<file path="src/rtl/rca_pkg.sv">
// Package for the refcounted compacting allocator.
// Holds commands, status codes and the table entry type; no dependencies.
package rca_pkg;

  localparam int unsigned POOL_BYTES_DEF  = 65536;
  localparam int unsigned MAX_ENTRIES_DEF = 32;
  localparam int unsigned HANDLE_W        = 16;
  localparam int unsigned ADDR_W          = 16;
  localparam int unsigned SIZE_W          = 17;
  localparam int unsigned REFS_W          = 16;
  localparam int unsigned STATUS_W        = 3;

  typedef enum logic [1:0] {
    CMD_INSERT   = 2'd0,
    CMD_RETRIEVE = 2'd1,
    CMD_ADD_REF  = 2'd2,
    CMD_DROP_REF = 2'd3
  } cmd_t;

  typedef enum logic [STATUS_W-1:0] {
    ST_OK        = 3'd0,
    ST_NOT_FOUND = 3'd1,
    ST_NO_SPACE  = 3'd2,
    ST_BAD_SIZE  = 3'd3,
    ST_FULL      = 3'd4
  } status_t;

  typedef struct packed {
    logic [HANDLE_W-1:0] handle;
    logic [ADDR_W-1:0]   start;
    logic [SIZE_W-1:0]   length;
    logic [REFS_W-1:0]   refs;
  } entry_t;

  localparam int unsigned ENTRY_W = $bits(entry_t);

endpackage

</file>
<file path="src/rtl/refcounted_compacting_allocator.sv">
// Top level of the refcounted compacting allocator: handle table over a byte pool.
// Uses rca_pkg and rca_table_ram.
//
// Input item (in_*): cmd, req_size, handle. One result item (out_*) per input:
// status, out_handle, start_addr, compacted.
// Items are processed one at a time. The entry table sits in a simple dual-port
// synchronous RAM (one read and one write a cycle, read data registered).
// Insert without compaction, bad size, full, null handle or empty table: answered
// straight from idle. Retrieve/add/drop read the slots in order until the handle
// matches; not found reads every live entry. A drop that removes its entry shifts
// the later entries down one slot each. Compaction walks the live entries, packing
// their start addresses from zero, before the append.
// Reset clears the live count, the free index and sets the next handle to one;
// the table contents need no clearing. The result is held in an output
// register; while the receiver stalls no new item is accepted.
module refcounted_compacting_allocator #(
  parameter int unsigned POOL_BYTES  = rca_pkg::POOL_BYTES_DEF,
  parameter int unsigned MAX_ENTRIES = rca_pkg::MAX_ENTRIES_DEF
) (
  input  logic        clk,
  input  logic        rst_n,
  input  logic        in_tvalid,
  output logic        in_tready,
  input  logic [39:0] in_tdata,   // cmd[1:0], req_size[18:2], handle[34:19], zero pad
  output logic        out_tvalid,
  input  logic        out_tready,
  output logic [39:0] out_tdata   // status[2:0], out_handle[18:3], start_addr[34:19],
                                  // compacted[35], zero pad
);

  localparam int unsigned AW = (MAX_ENTRIES > 1) ? $clog2(MAX_ENTRIES) : 1;
  localparam int unsigned CW = $clog2(MAX_ENTRIES + 1);
  localparam int unsigned SW = rca_pkg::SIZE_W;

  typedef enum logic [2:0] {
    S_IDLE, S_CMP_RD, S_CMP_WR, S_SRCH_RD, S_SRCH_CHK, S_SHIFT_RD, S_SHIFT_WR, S_DONE
  } state_t;

  state_t state_r;
  logic [CW-1:0] live_r;
  logic [SW:0] free_r;
  logic [rca_pkg::HANDLE_W-1:0] next_h_r;
  logic [1:0] cmd_r;
  logic [SW-1:0] size_r;
  logic [rca_pkg::HANDLE_W-1:0] h_r;
  logic [CW-1:0] idx_r;
  logic [SW:0] acc_r;
  logic [rca_pkg::STATUS_W-1:0] st_r;
  logic [rca_pkg::HANDLE_W-1:0] oh_r;
  logic [rca_pkg::ADDR_W-1:0] sa_r;
  logic comp_r;

  logic we;
  logic [AW-1:0] waddr, raddr;
  rca_pkg::entry_t wdata, rdata;
  logic [rca_pkg::ENTRY_W-1:0] rdata_raw;

  rca_table_ram #(.DEPTH(MAX_ENTRIES), .AW(AW)) u_ram (
    .clk(clk), .we(we), .waddr(waddr), .wdata(wdata),
    .raddr(raddr), .rdata(rdata_raw)
  );
  assign rdata = rca_pkg::entry_t'(rdata_raw);

  logic [1:0] in_cmd;
  logic [SW-1:0] in_size;
  logic [rca_pkg::HANDLE_W-1:0] in_h;
  assign in_cmd  = in_tdata[1:0];
  assign in_size = in_tdata[18:2];
  assign in_h    = in_tdata[34:19];

  assign in_tready  = (state_r == S_IDLE);
  assign out_tvalid = (state_r == S_DONE);
  assign out_tdata  = {4'd0, comp_r, sa_r, oh_r, st_r};

  logic [SW:0] sum_in, sum_r;
  assign sum_in = {1'b0, free_r[SW-1:0]} + {1'b0, in_size};
  assign sum_r  = {1'b0, free_r[SW-1:0]} + {1'b0, size_r};

  logic [rca_pkg::HANDLE_W-1:0] next_h_inc;
  assign next_h_inc = (next_h_r == '1) ? rca_pkg::HANDLE_W'(1) : next_h_r + 1'b1;

  logic [CW-1:0] idx_inc;
  assign idx_inc = idx_r + 1'b1;

  // append entry at live_r using free_r (comb helper, drives RAM write)
  logic do_append;
  logic [rca_pkg::REFS_W-1:0] refs_dec;
  assign refs_dec = rdata.refs - 1'b1;

  always_comb begin
    we    = 1'b0;
    waddr = idx_r[AW-1:0];
    wdata = rdata;
    raddr = idx_r[AW-1:0];
    do_append = 1'b0;
    unique case (state_r)
      S_IDLE: begin
        raddr = '0;
        if (in_tvalid && rca_pkg::cmd_t'(in_cmd) == rca_pkg::CMD_INSERT && in_size != '0
            && live_r < CW'(MAX_ENTRIES) && sum_in <= (SW+1)'(POOL_BYTES)) begin
          do_append = 1'b1;
        end
      end
      S_CMP_WR: begin
        we = 1'b1;
        wdata.start = acc_r[rca_pkg::ADDR_W-1:0];
      end
      S_SRCH_CHK: begin
        if (rdata.handle == h_r) begin
          if (rca_pkg::cmd_t'(cmd_r) == rca_pkg::CMD_ADD_REF && rdata.refs != '1) begin
            we = 1'b1;
            wdata.refs = rdata.refs + 1'b1;
          end else if (rca_pkg::cmd_t'(cmd_r) == rca_pkg::CMD_DROP_REF && refs_dec != '0) begin
            we = 1'b1;
            wdata.refs = refs_dec;
          end
        end
      end
      S_SHIFT_RD: raddr = idx_inc[AW-1:0];
      S_SHIFT_WR: we = 1'b1;
      default: ;
    endcase
    if (do_append || (state_r == S_CMP_RD && idx_r == live_r && sum_r <= (SW+1)'(POOL_BYTES))) begin
      we    = 1'b1;
      waddr = live_r[AW-1:0];
      wdata.handle = next_h_r;
      wdata.start  = free_r[rca_pkg::ADDR_W-1:0];
      wdata.length = (state_r == S_IDLE) ? in_size : size_r;
      wdata.refs   = rca_pkg::REFS_W'(1);
    end
  end

  always_ff @(posedge clk) begin
    if (!rst_n) begin
      state_r  <= S_IDLE;
      live_r   <= '0;
      free_r   <= '0;
      next_h_r <= rca_pkg::HANDLE_W'(1);
    end else begin
      unique case (state_r)
        S_IDLE: if (in_tvalid) begin
          cmd_r  <= in_cmd;
          size_r <= in_size;
          h_r    <= in_h;
          idx_r  <= '0;
          acc_r  <= '0;
          st_r   <= rca_pkg::ST_OK;
          oh_r   <= '0;
          sa_r   <= '0;
          comp_r <= 1'b0;
          if (rca_pkg::cmd_t'(in_cmd) == rca_pkg::CMD_INSERT) begin
            if (in_size == '0) begin
              st_r <= rca_pkg::ST_BAD_SIZE;
              state_r <= S_DONE;
            end else if (live_r >= CW'(MAX_ENTRIES)) begin
              st_r <= rca_pkg::ST_FULL;
              state_r <= S_DONE;
            end else if (do_append) begin
              live_r   <= live_r + 1'b1;
              oh_r     <= next_h_r;
              sa_r     <= free_r[rca_pkg::ADDR_W-1:0];
              free_r   <= sum_in;
              next_h_r <= next_h_inc;
              state_r  <= S_DONE;
            end else begin
              // packed total starts at zero; set again after the last live entry
              free_r  <= '0;
              comp_r  <= 1'b1;
              state_r <= S_CMP_RD;
            end
          end else if (in_h == '0 || live_r == '0) begin
            st_r <= rca_pkg::ST_NOT_FOUND;
            state_r <= S_DONE;
          end else begin
            state_r <= S_SRCH_CHK;
          end
        end
        S_CMP_RD: begin
          if (idx_r == live_r) begin
            if (sum_r <= (SW+1)'(POOL_BYTES)) begin
              live_r   <= live_r + 1'b1;
              oh_r     <= next_h_r;
              sa_r     <= free_r[rca_pkg::ADDR_W-1:0];
              free_r   <= sum_r;
              next_h_r <= next_h_inc;
            end else begin
              st_r <= rca_pkg::ST_NO_SPACE;
            end
            state_r <= S_DONE;
          end else begin
            state_r <= S_CMP_WR;
          end
        end
        S_CMP_WR: begin
          acc_r <= acc_r + {1'b0, rdata.length};
          idx_r <= idx_inc;
          if (idx_inc == live_r) begin
            free_r <= acc_r + {1'b0, rdata.length};
          end
          state_r <= S_CMP_RD;
        end
        S_SRCH_RD: state_r <= S_SRCH_CHK;
        S_SRCH_CHK: begin
          if (rdata.handle == h_r) begin
            oh_r <= h_r;
            sa_r <= rdata.start;
            if (rca_pkg::cmd_t'(cmd_r) == rca_pkg::CMD_DROP_REF && refs_dec == '0) begin
              if (idx_inc == live_r) begin
                live_r  <= live_r - 1'b1;
                state_r <= S_DONE;
              end else begin
                state_r <= S_SHIFT_RD;
              end
            end else begin
              state_r <= S_DONE;
            end
          end else if (idx_inc == live_r) begin
            st_r <= rca_pkg::ST_NOT_FOUND;
            state_r <= S_DONE;
          end else begin
            idx_r <= idx_inc;
            state_r <= S_SRCH_RD;
          end
        end
        S_SHIFT_RD: state_r <= S_SHIFT_WR;
        S_SHIFT_WR: begin
          idx_r <= idx_inc;
          if (idx_inc + 1'b1 == live_r) begin
            live_r  <= live_r - 1'b1;
            state_r <= S_DONE;
          end else begin
            state_r <= S_SHIFT_RD;
          end
        end
        S_DONE: if (out_tready) state_r <= S_IDLE;
        default: state_r <= S_IDLE;
      endcase
    end
  end

endmodule

</file>
<file path="src/rtl/rca_table_ram.sv">
// Entry table memory for the refcounted compacting allocator.
// One write port, one registered read port; uses rca_pkg.
module rca_table_ram #(
  parameter int unsigned DEPTH = rca_pkg::MAX_ENTRIES_DEF,
  parameter int unsigned AW    = (DEPTH > 1) ? $clog2(DEPTH) : 1
) (
  input  logic                          clk,
  input  logic                          we,
  input  logic [AW-1:0]                 waddr,
  input  logic [rca_pkg::ENTRY_W-1:0]   wdata,
  input  logic [AW-1:0]                 raddr,
  output logic [rca_pkg::ENTRY_W-1:0]   rdata
);

  logic [rca_pkg::ENTRY_W-1:0] mem [DEPTH];

  always_ff @(posedge clk) begin
    if (we) begin
      mem[waddr] <= wdata;
    end
    rdata <= mem[raddr];
  end

endmodule

</file>
<file path="config.mk">
export PLATFORM = sky130hd
export DESIGN_NAME = refcounted_compacting_allocator
export DESIGN_NICKNAME = d
export VERILOG_FILES = /design/src/rtl/rca_pkg.sv /design/src/rtl/refcounted_compacting_allocator.sv /design/src/rtl/rca_table_ram.sv
export SDC_FILE = /design/constraint.sdc
export NUM_CORES = 2
export LEC_CHECK = 0
export BUFFER_PORTS_ARGS = -buffer_cell sky130_fd_sc_hd__buf_2
export CAP_MARGIN = 25
export CORE_AREA = 2 2 379 381
export CTS_CLUSTER_SIZE = 40
export DETAILED_ROUTE_END_ITERATION = 7
export DIE_AREA = 0 0 381 383
export PLACE_DENSITY_LB_ADDON = 0.05
export SLEW_MARGIN = 20
export SYNTH_ARGS = -nofsm -noshare
export SYNTH_HDL_FRONTEND = slang
export SYNTH_SLANG_ARGS = --single-unit
</file>
<file path="constraint.sdc">
create_clock -name clk -period 16.3 [get_ports clk]
set_input_delay 2.445 -clock clk [delete_from_list [all_inputs] [get_ports clk]]
set_output_delay 2.445 -clock clk [all_outputs]
set_load 0.005 [all_outputs]
</file>
==> tab_implementation.tex <==
\begin{tabular}{lr}
\hline
Metric & Value \\
\hline
\multicolumn{2}{l}{\textbf{Status}} \\
\quad Result of the run & completed \\
\multicolumn{2}{l}{\textbf{Finish}} \\
\quad Sequential cell area & 67,400 um2 \\
\quad Most frequent cells in the layout & 2,174 x edfxtp\_1, 781 x nand2\_1, 520 x mux4\_2 \\
\quad Fraction of final layout cells with drive strength greater than 1 & 21.3\% \\
\quad Fin area & 102,000 um2 \\
\quad Synthesis-to-finish area growth & 11.8\% \\
\quad Final \#Nets & 5,491 \\
\quad Post-Route Utilization & 71.9\% \\
\quad Number of filler cells placed in the layout & 8,782 \\
\quad Number of standard cells in the final layout excluding fillers & 7,476 \\
\quad Commonest non-fill, non-tap cell in the layout & edfxtp\_1 \\
\quad Multi-input gate area & 23,300 um2 \\
\multicolumn{2}{l}{\textbf{STA}} \\
\quad Total count of hold-check failures in the final report & 0 \\
\quad Clock tree skew after final layout & 0.0419 ns \\
\quad Transition time of the tightest slew-check pin & 1.11 ns \\
\quad Worst hold slack after final layout & 0.515 ns \\
\quad Post-layout min period & 8.58 ns \\
\quad Headroom to the max-slew limit & 26.1\% \\
\quad Count of endpoints failing setup in the final report & 0 \\
\quad Final total negative setup slack & 0 ns \\
\quad Period utilisation layout & 52.6\% \\
\quad Maximum clock frequency & 0.117 GHz \\
\quad Number of max-slew violations in the final report & 0 \\
\quad Unrepaired setup endpoints after global routing & false \\
\multicolumn{2}{l}{\textbf{Yosys}} \\
\quad Synth async-reset ratio & 0\% \\
\quad Number of standard cells after synthesis & 5,203 \\
\quad \#FFs+latches synth & 2,281 \\
\quad Sequential-to-total area share from yosys stat & 73.8\% \\
\quad Number of enable-type register cells in the synthesized netlist & 2,174 \\
\quad Flip-flop cell with the highest count after synthesis & edfxtp\_1 \\
\quad Synth warn & 0 \\
\quad Unique cell type count in the Yosys netlist & 80 \\
\quad Syn avg cell area & 17.6 um2 \\
\quad Cell area after technology mapping & 91,400 um2 \\
\multicolumn{2}{l}{\textbf{Clock tree}} \\
\quad Clock sink count & 2,281 \\
\quad Number of buffers inserted by hold repair at cts & 0 \\
\quad Clock root buffer & clkbuf\_16 \\
\quad Clock tree from TritonCTS & yes \\
\quad Number of CTS-inserted buffers & 217 \\
\quad Post-CTS sizing & 0 \\
\quad Clk\_lat worst skew & 0.84 ns \\
\quad Post-CTS clock slew at the launch and capture registers of the worst setup and hold paths & 0.06 ns \\
\quad Count of buffers added by post-CTS timing repair for setup & 0 \\
\quad Buffers from clock root to sink, at most & 3 \\
\quad Maximum level of the CTS H-tree & 4 \\
\multicolumn{2}{l}{\textbf{Critical path}} \\
\quad Maximum net fanout on the critical path & 48 \\
\quad Crit path arrival time & 9.01 ns \\
\quad WP buf/inv & 5 \\
\quad Top Family by Delay on Critical Path & simple AND/OR/NAND/NOR gates \\
\quad Crit path required time & 16.73 ns \\
\quad Nature of the critical path endpoint & flip-flop \\
\quad Crit path largest cell delay & 0.93 ns \\
\quad CP max stage cell & buf\_4 \\
\quad Class of the most critical setup path & in2reg \\
\quad Cell-by-cell trace of the critical path & buf\_2 > ha\_1 > inv\_1 > fa\_1 > nor2b\_1 > o211ai\_2 > a211oi\_1 > a21oi\_1 > xnor2\_1 > or4\_1 > nand4bb\_1 > a21o\_1 > buf\_4 > and2\_4 > buf\_4 > o22a\_1 > nor2\_4 > buf\_4 \\
\quad Most used cell along the critical path & buf\_4 \\
\quad Startpoint Class & primary input \\
\multicolumn{2}{l}{\textbf{GRT}} \\
\quad Via count of the first global-routing pass & 49,500 \\
\quad GRT Util Overall & 32.2\% \\
\quad Antenna violations before repair & 4 \\
\quad Largest net degree at the start of global routing & 115 \\
\quad Wire length of the first global-routing pass & 337 mm \\
\quad Aggregate global routing overflow & 0 \\
\multicolumn{2}{l}{\textbf{Detailed routing}} \\
\quad Final WL & 231 mm \\
\quad Met3 Wirelength & 21.8 mm \\
\quad \# DRC & 0 \\
\quad Vias & 50,200 \\
\quad Met1 WL & 92.4 mm \\
\quad Via density & 6.72 \\
\quad Number of violations reported at the end of detailed-routing iteration 0 & 6,472 \\
\quad Detailed-routing iteration count for the pre-antenna-repair pass & 6 \\
\quad Uppermost routed layer & met5 \\
\quad Number of routed nets with antenna violations & 0 \\
\quad Average wire per cell in the routed design & 30.9 um \\
\quad Met2 routed wirelength & 110 mm \\
\multicolumn{2}{l}{\textbf{Worst hold path}} \\
\quad Worst Hold Class & reg2reg \\
\multicolumn{2}{l}{\textbf{Place}} \\
\quad Area of placed instances & 95,000 um2 \\
\quad Number of placed instances with taps included & 7,055 \\
\quad Final estimated routing congestion in global placement & 0.903 \\
\quad Number of input and output port buffers inserted & 76 \\
\quad DP Wirelength & 124 mm \\
\multicolumn{2}{l}{\textbf{Floorplanning}} \\
\quad Overall die area & 146,000 um2 \\
\quad Die height & 383 um \\
\quad Number of placement rows & 139 \\
\quad Die outline width & 381 um \\
\quad Core area & 142,000 um2 \\
\quad I/O pin count & 86 \\
\quad Initial cell density of the core & 64.3\% \\
\multicolumn{2}{l}{\textbf{Power and ir drop}} \\
\quad Cell leakage power & 33.6 nW \\
\quad Max VDD drop & 0.000171 V \\
\quad Pwr dens & 192 nW/um2 \\
\multicolumn{2}{l}{\textbf{Flow run}} \\
\quad Maximum capacitance violations & 0 \\
\hline
\end{tabular}
==> cells in the mapped netlist, types with 8 or more instances <==
cell type	instances	area, um2
edfxtp_1	2174	65300
nand2_1	784	2940
mux4_2	520	11700
nand3_1	355	1780
clkbuf_1	184	691
nor2_1	178	668
o21ai_0	120	601
dfxtp_1	107	2140
buf_1	98	368
a21oi_1	64	320
ha_1	61	763
a31oi_1	51	319
xor2_1	44	385
xnor2_1	41	359
nor3_1	38	190
inv_1	36	135
a22o_1	33	289
nor4_1	24	150
a21o_1	21	158
and3_1	20	125
a211oi_1	17	128
nand2b_1	14	87.6
nand4_1	11	68.8
or3_1	11	68.8
and2_1	10	62.6
mux2i_1	9	90.1
nor2b_1	9	56.3
o21a_1	9	67.6
a2111oi_0	8	70.1
a221oi_1	8	70.1
==> worst min-delay path: cells and delay by family (launching register included) <==
| family | cells | cell delay, ns |
|---|---|---|
| flip-flops | 1 | 0.33 |
| AO/OA/AOI/OAI | 2 | 0.13 |
==> flip-flops by register name, summed over array words and instances, names as in the netlist <==
register / cells
oh_r: 16
st_r: 3
live_r: 6
size_r: 17
acc_r: 17
comp_r: 1
state_r: 3
next_h_r: 16
sa_r: 16
h_r: 16
cmd_r: 2
u_ram.mem: 2080
u_ram.rdata: 65
idx_r: 6
free_r: 17
==> cell type report <==
type	instances	share of cell area, %
diodes	1	0.00245
clock inverters	111	1.03
clock buffers	298	5.88
repair buffers	252	1.84
multi-input cells	2592	22.8
inverters	38	0.140
well taps	1903	2.33
flip-flops and latches	2281	65.9
==> cell families after synthesis <==
kind of cell	share of synthesized area, %
xor gates and xnor gates	0.814
muxes	12.9
buffers and inverters	1.41
other	0.00410
and+or+nand+nor	7.11
DFF	73.8
adders and majority gates	0.923
AOI/OAI and AO/OA	3.04
==> through the flow <==
step	setup WS, ns	total power, mW
finish	7.72	19.6
global route	7.54	20.4
CTS	7.77	19.6
detailed placement	6.91	14.7
global placement	6.82	14.6
floorplan	7.46	12.5
==> path summary, 6_finish.rpt <==
kind,startpoint,endpoint,slack (ns),cells past startpoint
setup / recovery,in_tdata[2],u_ram.mem[3][13],7.72,18
hold / removal,next_h_r[12],next_h_r[12],0.51,2
setup reg to reg,free_r[1],u_ram.mem[3][13],8.39,15
hold reg to reg,next_h_r[12],next_h_r[12],0.51,2
==> routing by layer <==
metal	GRT usage (%)	vias up
li1	-	21000
met1	47.5	26200
met2	50.2	2633
met3	5.85	373
met4	9.95	6
met5	0	-
==> where the power goes <==
part | internal, mW | switching (mW) | total [mW] | leakage (nW)
Clock | 2.83 | 2.13 | 4.97 | 3.46
Combinational | 2.46 | 4.19 | 6.66 | 9.63
Sequential | 7.73 | 0.230 | 7.96 | 20.5
Note: power is estimated with default switching activity, not from simulation.
